===== src/design/mlps_pkg.sv =====
// Package for the min_largest_partition_sum block: shared constants, item types,
// controller state encoding and the command and status bundles.
// Depends on nothing; mlps_ctrl, mlps_dp and the top module import it.
package mlps_pkg;

  localparam int ELEMENT_BITS    = 16;
  localparam int MAX_ELEMENTS    = 1024;
  localparam int PART_COUNT_BITS = 11;
  localparam int SUM_OUT_BITS    = 26;

  typedef struct packed {
    logic [ELEMENT_BITS-1:0] element_value;
    logic                    last_element;
  } in_t;

  typedef struct packed {
    logic [SUM_OUT_BITS-1:0] largest_sum;
    logic                    no_solution;
  } out_t;

  typedef enum logic [2:0] {
    ST_IDLE,
    ST_CHECK,
    ST_SETUP,
    ST_PASS,
    ST_DRAIN,
    ST_EVAL,
    ST_DONE
  } state_e;

  // Commands from the controller to the datapath.
  typedef struct packed {
    logic load;    // store one accepted element
    logic start;   // open the search bounds
    logic setup;   // latch the probe and clear the pass accumulators
    logic rd_en;   // read the next stored element
    logic eval;    // narrow the bounds from the finished pass
    logic finish;  // hand the result over and clear the sequence
  } cmd_t;

  // Status from the datapath to the controller.
  typedef struct packed {
    logic no_sol;      // part count is zero or above the element count
    logic last_addr;   // the read being issued is the last element
    logic search_end;  // the current evaluation closes the search
    logic out_free;    // the output register can take a result
  } status_t;

endpackage


===== src/design/mlps_ctrl.sv =====
// Controller state machine of the min_largest_partition_sum block.
// Depends on mlps_pkg for the state encoding and the command and status bundles.
module mlps_ctrl (
  input  logic              clk_i,
  input  logic              rst_ni,
  input  logic              in_valid_i,
  input  logic              in_last_i,
  output logic              in_ready_o,
  input  mlps_pkg::status_t status_i,
  output mlps_pkg::cmd_t    cmd_o
);
  import mlps_pkg::*;

  state_e state_q, state_d;

  always_ff @(posedge clk_i or negedge rst_ni) begin
    if (!rst_ni) begin
      state_q <= ST_IDLE;
    end else begin
      state_q <= state_d;
    end
  end

  always_comb begin
    state_d    = state_q;
    cmd_o      = '0;
    in_ready_o = 1'b0;
    unique case (state_q)
      ST_IDLE: begin
        in_ready_o = 1'b1;
        if (in_valid_i) begin
          cmd_o.load = 1'b1;
          if (in_last_i) begin
            state_d = ST_CHECK;
          end
        end
      end
      ST_CHECK: begin
        cmd_o.start = 1'b1;
        state_d     = status_i.no_sol ? ST_DONE : ST_SETUP;
      end
      ST_SETUP: begin
        cmd_o.setup = 1'b1;
        state_d     = ST_PASS;
      end
      ST_PASS: begin
        cmd_o.rd_en = 1'b1;
        if (status_i.last_addr) begin
          state_d = ST_DRAIN;
        end
      end
      ST_DRAIN: begin
        state_d = ST_EVAL;
      end
      ST_EVAL: begin
        cmd_o.eval = 1'b1;
        state_d    = status_i.search_end ? ST_DONE : ST_SETUP;
      end
      ST_DONE: begin
        if (status_i.out_free) begin
          cmd_o.finish = 1'b1;
          state_d      = ST_IDLE;
        end
      end
      default: begin
        state_d = ST_IDLE;
      end
    endcase
  end

endmodule


===== config.mk =====
export PLATFORM = sky130hd
export DESIGN_NAME = mlps_ctrl
export DESIGN_NICKNAME = d
export VERILOG_FILES = /design/src/design/mlps_pkg.sv /design/src/design/mlps_ctrl.sv
export SDC_FILE = /design/constraint.sdc
export NUM_CORES = 1
export LEC_CHECK = 0
export BUFFER_PORTS_ARGS = -buffer_cell sky130_fd_sc_hd__buf_2
export CORE_AREA = 2 2 39 41
export CTS_CLUSTER_DIAMETER = 30
export DETAILED_ROUTE_END_ITERATION = 10
export DIE_AREA = 0 0 41 43
export GPL_TIMING_DRIVEN = 1
export SYNTH_ARGS = -nofsm -noshare
export SYNTH_HDL_FRONTEND = slang
export SYNTH_SLANG_ARGS = --single-unit

===== constraint.sdc =====
create_clock -name clk_i -period 1.3 [get_ports clk_i]
set_input_delay 0.195 -clock clk_i [delete_from_list [all_inputs] [get_ports clk_i]]
set_output_delay 0.195 -clock clk_i [all_outputs]
set_load 0.1 [all_outputs]

* After elaboration in Yosys (flattened, before gate mapping)
Index checks and enable logic that the tools add are counted.
** Word-level totals
- Logic and storage cells :: 29
- Flip-flop bits (word level) :: 3
- Output and inout bits :: 7
** Cells by class
- Equality and inequality tests :: 10
- Reductions and logical operators :: 2
- Muxes and demuxes :: 16
** Operators with widths (count)
- one-hot mux 3 bit (7 select lines) :: 1
- two-way mux 3 bit :: 6
- equality test 3 bit, second input constant :: 3
- two-way mux 1 bit :: 9
- inequality test 2 bit, second input constant :: 4
- equality test 3 x 2 -> 1 bit, second input constant :: 2
- AND reduction 4 bit :: 1
- equality test 3 x 1 -> 1 bit, second input constant :: 1
- logical NOT 3 bit :: 1

* Depth between registers and ports, before layout
- Depth in word-level cells :: 3
- Mapped depth :: 5
- Gate-level depth less buffers :: 4

* Worst setup path after synthesis
OpenSTA, ideal clock, no wires.
- Path type :: register to output
- Start :: register state_q[2]
- End :: output cmd_o[4] (netlist name)
- Stages on the path, launching flop included :: 3
- Path buffers :: 1
- Slack :: -1672 ps
- Required time :: 1105 ps
- Data arrival time :: 2777 ps
- Cell sequence :: dfrtp_1 buf_2 nor3b_1
** RTL lines
- start: declaration :: RTL line mlps_ctrl.sv:14 : state_e state_q, state_d;
- start signal: assignment :: RTL line mlps_ctrl.sv:20 : state_q <= state_d;
- end: declaration :: RTL line mlps_ctrl.sv:10 : output mlps_pkg::cmd_t cmd_o

==> out/qor.yml <==
global_route:
  grt_pass1_wl_mm: 1.26
  grt_overflow: 0
  antenna_found_initial: 0
  track_usage_pct: 10.8
  grt_max_degree: 10
  grt_pass1_vias: 315
die:
  start_util_pct: 18.7
  fp.dieH_um: 43
  die_area_um2: 1760
  die_x_um: 41
  pin_count: 15
  rows: 14
  coreArea_um2: 1380
finish:
  nNetsFinal: 73
  layout_common_cells: "buf_4, buf_2, buf_12"
  regArea_um2: 78.8
  layout-drive-gt1-share_pct: 68.8
  synthToLayoutAreaGrowth_pct: 143
  n_antenna_cell: 0
  top_regs: "state_q x3"
  largest_reg_flops: 3
  fillers: 125
  instances_no_fill: 80
  multi_input_area_um2: 203
  layout_commonest_cell: "buf_4"
  max_flop_register: "state_q"
worst_setup_path:
  critPathLaunchType: "flop"
  worstPathArrival_ps: 1240
  critPathTopFamily: "flip-flops"
  cpPeakStageDelay_ps: 450
  crit_fanout: 6
  path_buf_inv: 2
  slowest_stage: "dfrtp_2"
  cp.required_ps: 1110
  path_cells: "clkbuf_2 -> and3_4 -> buf_12"
  critical_path_class: "reg -> out"
  cp-end-kind: "output pin"
yosys:
  synth_fp_nets: 42
  syn_area_per_cell_um2: 7.62
  ys.flop_type: "dfrtp_1"
  ys_async_sr_fraction_pct: 100
  yosys_warnings: 0
  syn_inst: 34
  syn_area_um2: 259
  synth_edf_count: 0
  ys_types: 17
  synth-seq-area-share_pct: 29.0
  synth_seq_cells: 3
sta:
  worst_slack_ps: -138
  rsz0062_at_grt: "true"
  worst_slew_pin_slew_ps: 227
  slew_viol_final: 0
  finalClockSkew_ps: 0.264
  fin_crit_ps: 1440
  period_share_pct: 111
  setup_viol: 8
  slew-limit-headroom_pct: 84.9
  fmax_mhz: 695
  hold_violations: 0
place:
  dp.cells: 66
  port_buffers: 14
  gp_congestion: 0.819
  place_hpwl_um: 523
min_path:
  holdCritPathClass: "in -> reg"
outcome:
  violations: "setup timing"
  status: "finished with violations"
routing:
  drtIter0Drc: 2
  remaining_drc_errors: 0
  wl_um: 805
  routed_via_density: 4.28
  ant_nets: 0
  vias: 342
  dr.pass1.iters: 4
  wl_per_cell_um: 10.1
job:
  maxCapViolCount: 0
cts:
  path_clk_slew_ps: 40
  clk_path_buf_depth: 2
  cts_inserted_buffers: 3
  clk_latency_ps: 230
  cts_max_level: 1
  numClockSinks: 3
  cts_tree: "yes"
  cts_root_buf: "clkbuf_4"
path summary, 6_finish.rpt:
| kind | from | to | slack (ps) | cells past startpoint |
|---|---|---|---|---|
| max in group asynchronous | rst_ni | state_q[2] | 900 | 2 |
| min in group asynchronous | rst_ni | state_q[0] | 290 | 2 |
| hold reg to reg | state_q[1] | state_q[1] | 630 | 2 |
| hold / removal | status_i[2] | state_q[0] | 180 | 2 |
| setup / recovery | state_q[2] | cmd_o[0] | -140 | 3 |
| setup reg to reg | state_q[2] | state_q[2] | -100 | 5 |
cell type report:
| cell class | count | area share, % |
|---|---|---|
| tap | 16 | 3.17 |
| clock buffer | 4 | 4.17 |
| timing repair buffer | 29 | 47.4 |
| multi-input combinational | 27 | 32.1 |
| sequential | 3 | 12.5 |
| inverter | 1 | 0.595 |
kinds of logic after synthesis:
| logic type | synth area share, % |
|---|---|
| compound gates | 24.2 |
| buf+inv | 9.17 |
| flops | 29.0 |
| simple gates | 37.7 |
Yosys cell counts, types with 2 or more instances:
cell	number	area [um2]
o21ai_1	2	10.0
nor2_1	5	18.8
nor2b_1	3	18.8
nand2_1	4	15.0
buf_4	2	15.0
and2_1	2	12.5
dfrtp_1	3	75.1
a21oi_1	4	20.0
what timing repair did:
action / in CTS / in global routing
endpoints found under the setup margin: 7 / 8
buffers inserted: 6 / 3
endpoints found under the hold margin: 3 / 0
hold buffers: 1 / 0
pin swaps: 3 / 4
resized for setup: 6 / 4
stage by stage:
| step | hold slack, ps | utilization (%) | area, um2 | worst slack, ps | setup TNS (ps) |
|---|---|---|---|---|---|
| 3_3_place_gp | -8.50 | 35.9 | 497 | 3.44 | 0 |
| 5_1_grt | 177 | 45.6 | 631 | -202 | -1450 |
| 4_1_cts | 175 | 43.2 | 598 | -148 | -877 |
| 3_5_place_dp | -4.81 | 35.9 | 497 | 9.32 | 0 |
| 6_report | 180 | 45.6 | 631 | -138 | -947 |
| 2_1_floorplan | -101 | - | 292 | -718 | -2450 |
metal layers:
metal | GRT usage (%) | share of wire [%] | up-vias
met5 | 0 | 0 | -
met4 | 4.00 | 0 | 0
met3 | 6.28 | 7.2 | 0
met2 | 16.3 | 53 | 11
met1 | 12.0 | 40 | 154
li1 | - | - | 177
Power is left out: the tool's default activity adds up to more than one toggle a clock period on the data nets, which glitch-free logic cannot reach.
